--- src/rtl/sdb_pkg.sv ---
// Package with payload types and constants for the scaled delta blit unit.
`default_nettype none
package sdb_pkg;
	localparam int FracBits = 16;
	localparam int DeltaLimit = 12;
	localparam int StepW = 28;
	localparam int AccW = 29;

	typedef enum logic [1:0] {
		MODE_START = 2'd0,
		MODE_PIXEL = 2'd1,
		MODE_CLEAR = 2'd2,
		MODE_NONE  = 2'd3
	} mode_t;

	typedef enum logic [2:0] {
		REG_SRC_W  = 3'd0,
		REG_SRC_H  = 3'd1,
		REG_LEFT   = 3'd2,
		REG_TOP    = 3'd3,
		REG_TGT_W  = 3'd4,
		REG_TGT_H  = 3'd5,
		REG_SCR_W  = 3'd6,
		REG_SCR_H  = 3'd7
	} reg_idx_t;

	typedef struct packed {
		logic [1:0]  mode;
		logic        frame_is_first;
		logic [7:0]  src_blue;
		logic [7:0]  src_green;
		logic [7:0]  src_red;
		logic [23:0] screen_color;
	} in_item_t;

	typedef struct packed {
		logic        write_enable;
		logic [23:0] write_color;
		logic [11:0] fetch_src_x;
		logic [11:0] fetch_src_y;
		logic [11:0] fetch_screen_x;
		logic [11:0] fetch_screen_y;
		logic        frame_done;
		logic        dirty_valid;
		logic [11:0] dirty_x;
		logic [11:0] dirty_y;
		logic [12:0] dirty_w;
		logic [12:0] dirty_h;
	} out_item_t;
endpackage
`default_nettype wire

--- src/rtl/sdb_divider.sv ---
// Restoring divider that forms a 12.16 step size one quotient bit per cycle.
`default_nettype none
module sdb_divider
	import sdb_pkg::*;
(
	input  wire logic             clk,
	input  wire logic             arst_n,
	input  wire logic             start,
	input  wire logic [11:0]      dividend,
	input  wire logic [11:0]      divisor,
	output logic                  busy,
	output logic [StepW-1:0]      quotient
);
	logic [4:0]  count_q;
	logic [StepW-1:0] num_q;
	logic [12:0] rem_q;
	logic [11:0] div_q;
	logic [12:0] trial;
	logic [13:0] diff;

	always_comb begin
		trial = {rem_q[11:0], num_q[StepW-1]};
		diff = {1'b0, trial} - {2'b0, div_q};
	end

	always_ff @(posedge clk or negedge arst_n) begin
		if (!arst_n) begin
			count_q <= '0;
			busy <= 1'b0;
		end else if (start) begin
			busy <= 1'b1;
			count_q <= 5'(StepW - 1);
		end else if (busy) begin
			if (count_q == '0) busy <= 1'b0;
			else count_q <= count_q - 5'd1;
		end
	end

	always_ff @(posedge clk) begin
		if (start) begin
			num_q <= {dividend, {FracBits{1'b0}}};
			rem_q <= '0;
			div_q <= divisor;
		end else if (busy) begin
			if (!diff[13]) begin
				rem_q <= diff[12:0];
				num_q <= {num_q[StepW-2:0], 1'b1};
			end else begin
				rem_q <= trial;
				num_q <= {num_q[StepW-2:0], 1'b0};
			end
		end
	end
	assign quotient = num_q;
endmodule
`default_nettype wire

--- src/rtl/scaled_delta_blit_unit.sv ---
// Top level of the scaled delta blit unit: sequencer, pixel datapath and result register.
// A pixel transaction in an active frame passes from idle through the pixel state to the
// output state, where its result is held until taken; only then is the next one accepted.
// A start transaction runs two serial divisions, then steps once per skipped column and row
// before its result is shown. An empty start goes straight to the output state.
// Reset clears all control state, the cache flag and the result valid.
`default_nettype none
module scaled_delta_blit_unit
	import sdb_pkg::*;
(
	input  wire logic      clk,
	input  wire logic      arst_n,
	input  wire logic      in_valid,
	output logic           in_stall,
	input  wire in_item_t  in_data,
	output logic           out_valid,
	input  wire logic      out_stall,
	output out_item_t      out_data,
	input  wire logic      cfg_we,
	input  wire logic [2:0] cfg_index,
	input  wire logic [12:0] cfg_data
);
	typedef enum logic [2:0] {
		ST_IDLE, ST_DIVH, ST_DIVV, ST_SKIPX, ST_SKIPY, ST_PIXEL, ST_OUT
	} state_t;

	state_t state_q;
	logic [11:0] src_w_q, src_h_q, tgt_w_q, tgt_h_q;
	logic signed [12:0] left_q, top_q;
	logic [12:0] scr_w_q, scr_h_q;

	logic drawn_q, redraw_q, active_q, written_q;
	logic [StepW-1:0] step_h_q, step_v_q;
	logic [AccW-1:0] acc_h_q, acc_v_q, acc_h0_q;
	logic signed [14:0] col_q, row_q, cw_q, ch_q, first_col_q, skip_q;
	logic signed [14:0] bx0_q, by0_q, bx1_q, by1_q, hleft_q, htop_q;
	logic [11:0] hsw_q, hsh_q;
	in_item_t pix_q;

	logic div_start, div_busy;
	logic [11:0] div_a, div_b;
	logic [StepW-1:0] div_q;

	sdb_divider u_div (
		.clk(clk), .arst_n(arst_n), .start(div_start), .dividend(div_a),
		.divisor(div_b), .busy(div_busy), .quotient(div_q)
	);

	// Start transaction clipping.
	logic signed [14:0] sl, st, sdw, sdh, fc, fr;
	logic empty_a, empty_b;
	always_comb begin
		sl = 15'(left_q);
		st = 15'(top_q);
		sdw = 15'(signed'({1'b0, tgt_w_q}));
		sdh = 15'(signed'({1'b0, tgt_h_q}));
		if (sl + sdw > 15'(signed'({1'b0, scr_w_q}))) sdw = 15'(signed'({1'b0, scr_w_q})) - sl;
		if (st + sdh > 15'(signed'({1'b0, scr_h_q}))) sdh = 15'(signed'({1'b0, scr_h_q})) - st;
		fc = (sl < 0) ? -sl : 15'sd0;
		fr = (st < 0) ? -st : 15'sd0;
		empty_a = tgt_w_q == '0 || tgt_h_q == '0 || src_w_q == '0 || src_h_q == '0
			|| sl >= 15'(signed'({1'b0, scr_w_q})) || st >= 15'(signed'({1'b0, scr_h_q}))
			|| sdw <= 0 || sdh <= 0;
		empty_b = fc >= sdw || fr >= sdh;
	end

	// Pixel delta.
	logic [8:0] dr, dg, db;
	logic [9:0] dsum;
	logic we;
	logic signed [14:0] px, py;
	always_comb begin
		dr = (pix_q.src_red > pix_q.screen_color[23:16]) ?
			9'(pix_q.src_red - pix_q.screen_color[23:16]) :
			9'(pix_q.screen_color[23:16] - pix_q.src_red);
		dg = (pix_q.src_green > pix_q.screen_color[15:8]) ?
			9'(pix_q.src_green - pix_q.screen_color[15:8]) :
			9'(pix_q.screen_color[15:8] - pix_q.src_green);
		db = (pix_q.src_blue > pix_q.screen_color[7:0]) ?
			9'(pix_q.src_blue - pix_q.screen_color[7:0]) :
			9'(pix_q.screen_color[7:0] - pix_q.src_blue);
		dsum = 10'(dr) + 10'(dg) + 10'(db);
		we = redraw_q || (dsum > 10'(DeltaLimit));
		px = hleft_q + col_q;
		py = htop_q + row_q;
	end

	function automatic logic [11:0] clamp_src(input logic [AccW-1:0] acc, input logic [11:0] lim);
		logic [12:0] v;
		v = acc[AccW-1:FracBits];
		return (v >= 13'(lim)) ? 12'(lim - 12'd1) : v[11:0];
	endfunction

	function automatic out_item_t frame_end_item();
		out_item_t r;
		r = '0;
		r.frame_done = 1'b1;
		return r;
	endfunction

	assign in_stall = (state_q != ST_IDLE);
	assign div_start = (state_q == ST_DIVH && !div_busy && skip_q == 15'sd1)
		|| (state_q == ST_DIVV && !div_busy && skip_q == 15'sd1);
	assign div_a = (state_q == ST_DIVH) ? src_w_q : src_h_q;
	assign div_b = (state_q == ST_DIVH) ? tgt_w_q : tgt_h_q;

	always_ff @(posedge clk or negedge arst_n) begin
		if (!arst_n) begin
			state_q <= ST_IDLE;
			src_w_q <= '0; src_h_q <= '0; tgt_w_q <= '0; tgt_h_q <= '0;
			left_q <= '0; top_q <= '0; scr_w_q <= '0; scr_h_q <= '0;
			drawn_q <= 1'b0; redraw_q <= 1'b0; active_q <= 1'b0; written_q <= 1'b0;
			out_valid <= 1'b0;
			out_data <= '0;
			pix_q <= '0;
			skip_q <= '0;
			step_h_q <= '0; step_v_q <= '0;
			acc_h_q <= '0; acc_v_q <= '0; acc_h0_q <= '0;
			col_q <= '0; row_q <= '0; cw_q <= '0; ch_q <= '0; first_col_q <= '0;
			bx0_q <= 15'sd1; by0_q <= 15'sd1; bx1_q <= '0; by1_q <= '0;
			hleft_q <= '0; htop_q <= '0;
			hsw_q <= 12'd1; hsh_q <= 12'd1;
		end else begin
			if (cfg_we) begin
				case (reg_idx_t'(cfg_index))
					REG_SRC_W: src_w_q <= cfg_data[11:0];
					REG_SRC_H: src_h_q <= cfg_data[11:0];
					REG_LEFT:  left_q <= cfg_data;
					REG_TOP:   top_q <= cfg_data;
					REG_TGT_W: tgt_w_q <= cfg_data[11:0];
					REG_TGT_H: tgt_h_q <= cfg_data[11:0];
					REG_SCR_W: scr_w_q <= cfg_data;
					REG_SCR_H: scr_h_q <= cfg_data;
					default: ;
				endcase
			end
			case (state_q)
				ST_IDLE: begin
					if (in_valid) begin
						pix_q <= in_data;
						case (mode_t'(in_data.mode))
							MODE_START: begin
								active_q <= 1'b0;
								written_q <= 1'b0;
								if (empty_a) begin
									out_data <= frame_end_item();
									state_q <= ST_OUT;
								end else begin
									redraw_q <= !drawn_q || in_data.frame_is_first;
									drawn_q <= 1'b1;
									hleft_q <= sl; htop_q <= st;
									hsw_q <= src_w_q; hsh_q <= src_h_q;
									cw_q <= sdw; ch_q <= sdh;
									bx0_q <= sl + sdw; by0_q <= st + sdh;
									bx1_q <= sl; by1_q <= st;
									first_col_q <= fc;
									col_q <= fc; row_q <= fr;
									if (empty_b) begin
										out_data <= frame_end_item();
										state_q <= ST_OUT;
									end else begin
										skip_q <= 15'sd1;
										state_q <= ST_DIVH;
									end
								end
							end
							MODE_PIXEL: if (active_q) state_q <= ST_PIXEL;
							MODE_CLEAR: drawn_q <= 1'b0;
							default: ;
						endcase
					end
				end
				ST_DIVH: begin
					if (skip_q == 15'sd1) skip_q <= 15'sd0;
					else if (!div_busy) begin
						step_h_q <= div_q;
						skip_q <= 15'sd1;
						state_q <= ST_DIVV;
					end
				end
				ST_DIVV: begin
					if (skip_q == 15'sd1) skip_q <= 15'sd0;
					else if (!div_busy) begin
						step_v_q <= div_q;
						acc_h_q <= '0; acc_v_q <= '0;
						skip_q <= first_col_q;
						state_q <= ST_SKIPX;
					end
				end
				ST_SKIPX: begin
					if (skip_q == 15'sd0) begin
						acc_h0_q <= acc_h_q;
						skip_q <= row_q;
						state_q <= ST_SKIPY;
					end else begin
						acc_h_q <= acc_h_q + AccW'(step_h_q);
						skip_q <= skip_q - 15'sd1;
					end
				end
				ST_SKIPY: begin
					out_item_t res;
					res = '0;
					res.fetch_src_x = clamp_src(acc_h_q, hsw_q);
					res.fetch_src_y = clamp_src(acc_v_q, hsh_q);
					res.fetch_screen_x = px[11:0];
					res.fetch_screen_y = py[11:0];
					if (skip_q == 15'sd0) begin
						active_q <= 1'b1;
						out_data <= res;
						state_q <= ST_OUT;
					end else begin
						acc_v_q <= acc_v_q + AccW'(step_v_q);
						skip_q <= skip_q - 15'sd1;
					end
				end
				ST_PIXEL: begin
					logic signed [14:0] nb0, nb1, nb2, nb3, ncol, nrow;
					logic [AccW-1:0] nah, nav;
					logic done, nw;
					out_item_t res;
					nb0 = bx0_q; nb1 = by0_q; nb2 = bx1_q; nb3 = by1_q;
					nw = written_q;
					if (we) begin
						nw = 1'b1;
						if (px < nb0) nb0 = px;
						if (px > nb2) nb2 = px;
						if (py < nb1) nb1 = py;
						if (py > nb3) nb3 = py;
					end
					ncol = col_q + 15'sd1; nrow = row_q;
					nah = acc_h_q + AccW'(step_h_q); nav = acc_v_q;
					done = 1'b0;
					if (ncol >= cw_q) begin
						nrow = row_q + 15'sd1;
						nav = acc_v_q + AccW'(step_v_q);
						if (nrow >= ch_q) done = 1'b1;
						else begin
							ncol = first_col_q;
							nah = acc_h0_q;
						end
					end
					res = '0;
					res.write_enable = we;
					res.write_color = {pix_q.src_red, pix_q.src_green, pix_q.src_blue};
					if (done) begin
						res.frame_done = 1'b1;
						if (nw) begin
							res.dirty_valid = 1'b1;
							res.dirty_x = nb0[11:0];
							res.dirty_y = nb1[11:0];
							res.dirty_w = 13'(nb2 - nb0 + 15'sd1);
							res.dirty_h = 13'(nb3 - nb1 + 15'sd1);
						end
					end else begin
						res.fetch_src_x = clamp_src(nah, hsw_q);
						res.fetch_src_y = clamp_src(nav, hsh_q);
						res.fetch_screen_x = 12'(hleft_q + ncol);
						res.fetch_screen_y = 12'(htop_q + nrow);
					end
					written_q <= nw;
					bx0_q <= nb0; by0_q <= nb1; bx1_q <= nb2; by1_q <= nb3;
					col_q <= ncol; row_q <= nrow; acc_h_q <= nah; acc_v_q <= nav;
					if (done) active_q <= 1'b0;
					out_data <= res;
					state_q <= ST_OUT;
				end
				ST_OUT: begin
					if (!out_valid) out_valid <= 1'b1;
					else if (!out_stall) begin
						out_valid <= 1'b0;
						state_q <= ST_IDLE;
					end
				end
				default: state_q <= ST_IDLE;
			endcase
		end
	end

	assert property (@(posedge clk) disable iff (!arst_n) out_valid |-> state_q == ST_OUT)
		else $error("result valid outside output state");
	assert property (@(posedge clk) disable iff (!arst_n)
		out_valid && out_data.frame_done |-> !active_q)
		else $error("frame still active on final result");
	assert property (@(posedge clk) disable iff (!arst_n)
		out_valid && out_data.dirty_valid |-> out_data.frame_done)
		else $error("dirty box without frame end");
	assert property (@(posedge clk) disable iff (!arst_n)
		(state_q == ST_PIXEL) |-> active_q)
		else $error("pixel processed while idle");
endmodule
`default_nettype wire
--- config.mk ---
export PLATFORM = sky130hd
export DESIGN_NAME = scaled_delta_blit_unit
export DESIGN_NICKNAME = d
export VERILOG_FILES = /design/src/rtl/sdb_pkg.sv /design/src/rtl/sdb_divider.sv /design/src/rtl/scaled_delta_blit_unit.sv
export SDC_FILE = /design/constraint.sdc
export NUM_CORES = 2
export LEC_CHECK = 0
export ABC_AREA = 1
export BUFFER_PORTS_ARGS = -buffer_cell sky130_fd_sc_hd__buf_2
export CAP_MARGIN = 20
export CELL_PAD_IN_SITES_DETAIL_PLACEMENT = 0
export CELL_PAD_IN_SITES_GLOBAL_PLACEMENT = 1
export CORE_MARGIN = 10
export CORE_UTILIZATION = 47
export DETAILED_ROUTE_END_ITERATION = 12
export GPL_ROUTABILITY_DRIVEN = 0
export PLACE_DENSITY = 0.93
export SLEW_MARGIN = 20
export SYNTH_ARGS = -nofsm -noshare
export SYNTH_HDL_FRONTEND = slang
export SYNTH_SLANG_ARGS = --single-unit
--- constraint.sdc ---
create_clock -name clk -period 9.75 [get_ports clk]
set_clock_uncertainty 0.05 [all_clocks]
set_input_delay 0.975 -clock clk [delete_from_list [all_inputs] [get_ports clk]]
set_output_delay 0.975 -clock clk [all_outputs]
set_load 0.005 [all_outputs]
# After elaboration in Yosys (flattened, before gate mapping)
# Cells that the tools add are included.
# totals
word_cells	337
register_bits	682
out_inout_bits	127
# classes
n_mux	124
magnitude_cmp	24
n_bitwise	3
addsub	33
reduce_logical	58
n_eq_ne	39
# ops
op	n
15-bit two-way mux	49
125-bit two-way mux	5
125-bit case mux with 3 select lines	1
29-bit two-way mux	9
15-bit case mux with 2 select lines	6
29-bit case mux with 3 select lines	2
12-bit two-way mux	7
15-bit case mux with 5 select lines	1
13-bit by 15-bit adder with 15-bit output	4
15-bit >= comparator	4
29-bit by 28-bit adder with 29-bit output	2
28-bit two-way mux	2
8-bit by 8-bit subtractor with 9-bit output	6
13-bit by 12-bit >= comparator with 1-bit output	4
52-bit two-way mux	1
51-bit two-way mux	1
12-bit logical NOT	4
48-bit two-way mux	1
3-bit two-way mux	12
2-bit inequality test, second input constant	17
15-bit by 2-bit adder with 15-bit output, second input constant	2
15-bit > comparator	2
15-bit by 1-bit <= comparator with 1-bit output, second input constant	2
15-bit less-than comparator	2
other kinds (50)	135

# Logic depth before layout (Yosys ltp)
# depth
word_depth	13
mapped_depth	54
depth_no_buf	53

# Hierarchy
# A second synthesis with hierarchy kept.
# unflattened
cells_unflattened	6895
area_unflattened_um2	50502.2
# by_module_without_submodules
mod	area_per_inst_um2	cells_each	n_inst
scaled_delta_blit_unit	47513.1	6548	1
sdb_divider	2989.1	347	1

# Worst setup path before layout
# Ideal clock, no wire load.
# synth_timing
path_kind	register to register
start	register pix_q[18] (netlist name)
end	register out_data[24] (netlist name)
arrival_time_ps	7119
setup_slack_ps	2498
stages_incl_launch_ff	45
required_time_ps	9617
synth_period_minus_slack_ps	7252
path_buffers	2
path_cell_list	dfrtp_1 -> inv_1 -> ha_1 -> a21oi_1 -> o21ai_0 -> nand3_1 -> a21oi_1 -> o21a_1 -> nor2_1 -> nor2_1 -> o21ai_0 -> clkbuf_1 -> nand2_1 -> o21ai_0 -> xor2_1 -> inv_1 -> fa_1 -> fa_1 -> [... 9 more ...] -> nand3_1 -> clkbuf_1 -> o21ai_0 -> ha_1 -> inv_1 -> ha_1 -> inv_1 -> fa_1 -> o21ai_0 -> a21oi_1 -> o21bai_1 -> a21oi_1 -> o21ai_0 -> nand2_1 -> nand2_1 -> a21oi_1 -> xor2_1 -> o21ai_0
# synth_between
elab_chain_cells	13
elab_cells_between_ends	19
# synth_rtl
item	line	source
start, declared	scaled_delta_blit_unit.sv:38	in_item_t pix_q;
start signal, assigned	scaled_delta_blit_unit.sv:140	pix_q <= in_data;
8-bit by 8-bit subtractor with 9-bit output, or another cell as far along	scaled_delta_blit_unit.sv:75	9'(pix_q.screen_color[23:16] - pix_q.src_red);
9-bit two-way mux (*)	scaled_delta_blit_unit.sv:73	dr = (pix_q.src_red > pix_q.screen_color[23:16]) ?
9-bit by 9-bit adder with 10-bit output (*)	scaled_delta_blit_unit.sv:82	dsum = 10'(dr) + 10'(dg) + 10'(db);
10-bit by 9-bit adder with 10-bit output (*)	scaled_delta_blit_unit.sv:82	
10-bit by 4-bit > comparator with 1-bit output (*)	scaled_delta_blit_unit.sv:83	we = redraw_q || (dsum > 10'(DeltaLimit));
1-bit logical OR (*)	scaled_delta_blit_unit.sv:83	
15-bit two-way mux	scaled_delta_blit_unit.sv:223	if (we) begin
15-bit two-way mux	scaled_delta_blit_unit.sv:137	case (state_q)
13-bit subtractor	scaled_delta_blit_unit.sv:251	res.dirty_w = 13'(nb2 - nb0 + 15'sd1);
13-bit by 2-bit adder with 13-bit output	scaled_delta_blit_unit.sv:251	
51-bit two-way mux (*)	scaled_delta_blit_unit.sv:247	if (nw) begin
52-bit two-way mux (*)	scaled_delta_blit_unit.sv:245	if (done) begin
125-bit case mux with 3 select lines (*)	scaled_delta_blit_unit.sv:137	
end signal, assigned	scaled_delta_blit_unit.sv:146	out_data <= frame_end_item();
end signal, assigned	scaled_delta_blit_unit.sv:159	out_data <= frame_end_item();
end signal, assigned	scaled_delta_blit_unit.sv:264	out_data <= res;
end, declared	scaled_delta_blit_unit.sv:18	output out_item_t out_data,
# Mark *: on every way between the ends. The rest lies on a longest branch, timed or not. The select of a mux whose other input is x is not followed.
# A chain may end at the register's enable or synchronous reset.

# Worst setup path after layout
# layout_timing
start	register pix_q[1] (netlist name)
end	register out_data[24] (netlist name)
# layout_between
elab_chain_cells	12
elab_cells_between_ends	18
# layout_rtl
item	line	source
8-bit by 8-bit subtractor with 9-bit output, or another cell as far along	scaled_delta_blit_unit.sv:81	9'(pix_q.screen_color[7:0] - pix_q.src_blue);
9-bit two-way mux (*)	scaled_delta_blit_unit.sv:79	db = (pix_q.src_blue > pix_q.screen_color[7:0]) ?
10-bit by 9-bit adder with 10-bit output (*)	scaled_delta_blit_unit.sv:82	
10-bit by 4-bit > comparator with 1-bit output (*)	scaled_delta_blit_unit.sv:83	
1-bit logical OR (*)	scaled_delta_blit_unit.sv:83	
15-bit two-way mux	scaled_delta_blit_unit.sv:223	
15-bit two-way mux	scaled_delta_blit_unit.sv:137	
13-bit subtractor	scaled_delta_blit_unit.sv:251	
13-bit by 2-bit adder with 13-bit output	scaled_delta_blit_unit.sv:251	
51-bit two-way mux (*)	scaled_delta_blit_unit.sv:247	
52-bit two-way mux (*)	scaled_delta_blit_unit.sv:245	
125-bit case mux with 3 select lines (*)	scaled_delta_blit_unit.sv:137	
# Marks and branches as above.

==> results.md <==
* Outcome: finished, final reports clean
* Element type at the critical path end: register
* Cts hold-fix bufs at 0
* Max-capacitance violation count at 0
* Tightest hold margin at about 0.28 ns
* Critical path launch point type: register
* Share of the yosys chip area belonging to registers at 34.59%
* Number of clock sinks at 682
* Number of clock buffers inserted by TritonCTS at slightly above 80
* Worst slew margin at a little over a third
* Number of cells produced by synthesis at 6672
* Final Critical Period at 8.370 ns
* Die ar. at roughly 120000 µm²
* Buffers inserted during post-CTS setup optimization at 0
* Clock input transition at the sequential cells of the worst setup and hold paths at roughly 0.060 ns
* Avg Cell Area, Syn at around 7.4 µm²
* Largest cells by area after synthesis: sky130_fd_sc_hd__dfrtp_1, sky130_fd_sc_hd__ha_1, sky130_fd_sc_hd__nand2_1, sky130_fd_sc_hd__o21ai_0, sky130_fd_sc_hd__inv_1
* Master of the slowest instance on the critical path: sky130_fd_sc_hd__nand3_1
* Setup_tns at 0 ns
* Via density per instance at 5.577
* Total of cells resized after clock tree synthesis at 0
* Leading cell type in the layout, fill and taps excluded: sky130_fd_sc_hd__nand2_1
* Path type of the worst min-delay path: in2async
* Number of antenna violations at the first check in global routing at 3
* GRT Overall Usage at 26.04%
* Post-place setup slack at about 1.5 ns
* Max FO, Critical Path at 24
* CTS root buf: sky130_fd_sc_hd__clkbuf_16
* Area added between synthesis and finish at 10.04%
* Period utilisation layout at 85.85%
* Data required time of the critical path at ~10 ns
* Synth unique cells at 63
* Portion of synthesized cell area occupied by the leading cell type at 31.78%
* Post-synthesis cell type with the largest combined area: sky130_fd_sc_hd__dfrtp_1
* Worst-skew pair later-pin latency at around 0.67 ns
* Starting DRC count in detailed routing at about 4300
* Vias in the first global route at ~44000
* Crit path DAT at 8.91 ns
* Final HPWL from detailed placement at between 100000 and 150000 µm
* Number of slew-limit violations in the final report at 0
* TritonCTS clock tree: done
* Final Hold Fails at 0
* Total of buffers placed on input and output ports at around 200
* Critical Setup Path Class: reg2reg
* Maximum root-to-sink buffer count at 3
* # IOs at 199
* Nets at about 7400
* Std cell rows at around 120
* Number of antenna cells inserted at 0
* # setup viols final at 0
* Most frequent cells in the layout: sky130_fd_sc_hd__nand2_1, sky130_fd_sc_hd__inv_1, sky130_fd_sc_hd__o21ai_0, sky130_fd_sc_hd__dfrtp_1, sky130_fd_sc_hd__ha_1
* Most frequent cell on the critical path: sky130_fd_sc_hd__nand2_1
* Global-route wire length before repair at between 200000 and 250000 µm
* Post-route ant nets at 0
* Slew at the pin with the worst max-slew slack at 0.9625 ns
* Post-synthesis sequential element count at just under 700
* Share of final-layout standard cells stronger than drive strength 1 at under 10%
* Post-synth top flop: sky130_fd_sc_hd__dfrtp_1
* Number of synthesized flops with an enable pin at 24
* Overflow left after global routing at 0
* Buf/Inv on CP at 5
* Maximum number of pins on one net before global-route repair at approximately 150
* # DRC at 0
* Delay of the slowest cell on the worst path at 0.58 ns
* Crit path max-delay family: compound AO/OA/AOI/OAI gates
* Number of detailed-routing iterations run before antenna repair at 7
* H-tree depth at 3
* Setup repair after global routing missed its margin: false
* Via count at ~46000
* Standard cell core area at a little over 100000 µm²
* Vertical die dimension at 343.9 µm
* Final setup margin at around 1.4 ns
* Post-Synthesis Cell Area at 49300 µm²
* Post-synthesis async set-or-reset flop share at between 90 and 100%
* Timing-limited maximum frequency at between 0.1 and 0.15 GHz
* End-of-flow core utilization at a little over half
* Routed WL at 157000 µm
* Detailed-route wire length per cell at approximately 19 µm
* Die W at 343.9 µm
* Starting density of the core at between 40% and 50%
* Warnings, synthesis at 0
## state kept, by name (all words and copies together), names as in the netlist, 15 cells and up
signal	cells
by1_q	15
acc_h_q	29
cw_q	15
first_col_q	15
out_data	125
by0_q	15
bx0_q	15
acc_v_q	29
ch_q	15
acc_h0_q	29
pix_q	48
col_q	15
step_h_q	28
u_div.quotient	28
row_q	15
skip_q	15
step_v_q	28
bx1_q	15
## worst paths after layout
check                                   from            to  slack (ns)  cells past startpoint
worst max register to register      pix_q[1]  out_data[24]        1.38                     43
max in group asynchronous             arst_n  out_data[94]        7.11                      3
worst max-delay path                pix_q[1]  out_data[24]        1.38                     43
min in group clk                out_data[51]  out_data[51]        0.41                      2
worst min register to register  out_data[51]  out_data[51]        0.41                      2
worst min-delay path                  arst_n     pix_q[15]        0.28                      1
## routing by layer
layer	routed length [µm]	global-route usage, %	vias to the layer above
li1	-	-	22260
met1	69670	35.61	21680
met2	69220	41.23	1630
met3	12170	4.309	298
met4	5939	9.464	0
met5	0	0	-
## cell type report
class                      count  area [µm²]
clock buffer                 110        2321
clock inverter                36       421.7
fill                       10040       49550
timing repair buffer         243        1389
tap                         1380        1727
sequential                   682       17050
inverter                     856        3218
multi-input combinational   4917       28120
## metrics by stage
stage / instances / instance area (µm²)
after global routing: 8224 / 54240
final: 8224 / 54240
after detailed placement: 8078 / 51500
after floorplan: 6675 / 49310
after global placement: 8078 / 51500
after CTS: 8224 / 54240
## synthesized netlist by cell type, drive strengths merged, types with 6 or more instances
master  instances
o31ai           7
a21oi         423
a221oi         10
a21o           19
nand2        1688
nor2          386
mux2i           7
nand3         282
nor4           14
xnor2          81
a211oi          6
xor2          166
nand3b          9
clkbuf        160
o221ai          6
nor3           77
or2            17
dfxtp          28
buf            60
a31oi          37
o21ai         904
o22ai          70
o211ai         28
dfrtp         626
fa             31
o21a           10
inv           854
nand4          63
edfxtp         24
ha            506
o21bai         30
## cell families after synthesis
| kind of cell | Yosys count | synth area share [%] |
|---|---|---|
| fa+ha+maj | 537 | 14.10 |
| mux | 8 | 0.1650 |
| xor+xnor | 247 | 4.388 |
| flops | 682 | 34.59 |
| compound gates | 1570 | 17.00 |
| buf+inv | 1076 | 8.536 |
| simple gates | 2551 | 21.21 |
| other cells | 1 | 0.007607 |
Power is not shown: default switching activity piles up to over one toggle a cycle in this logic, so the estimate is an artifact.
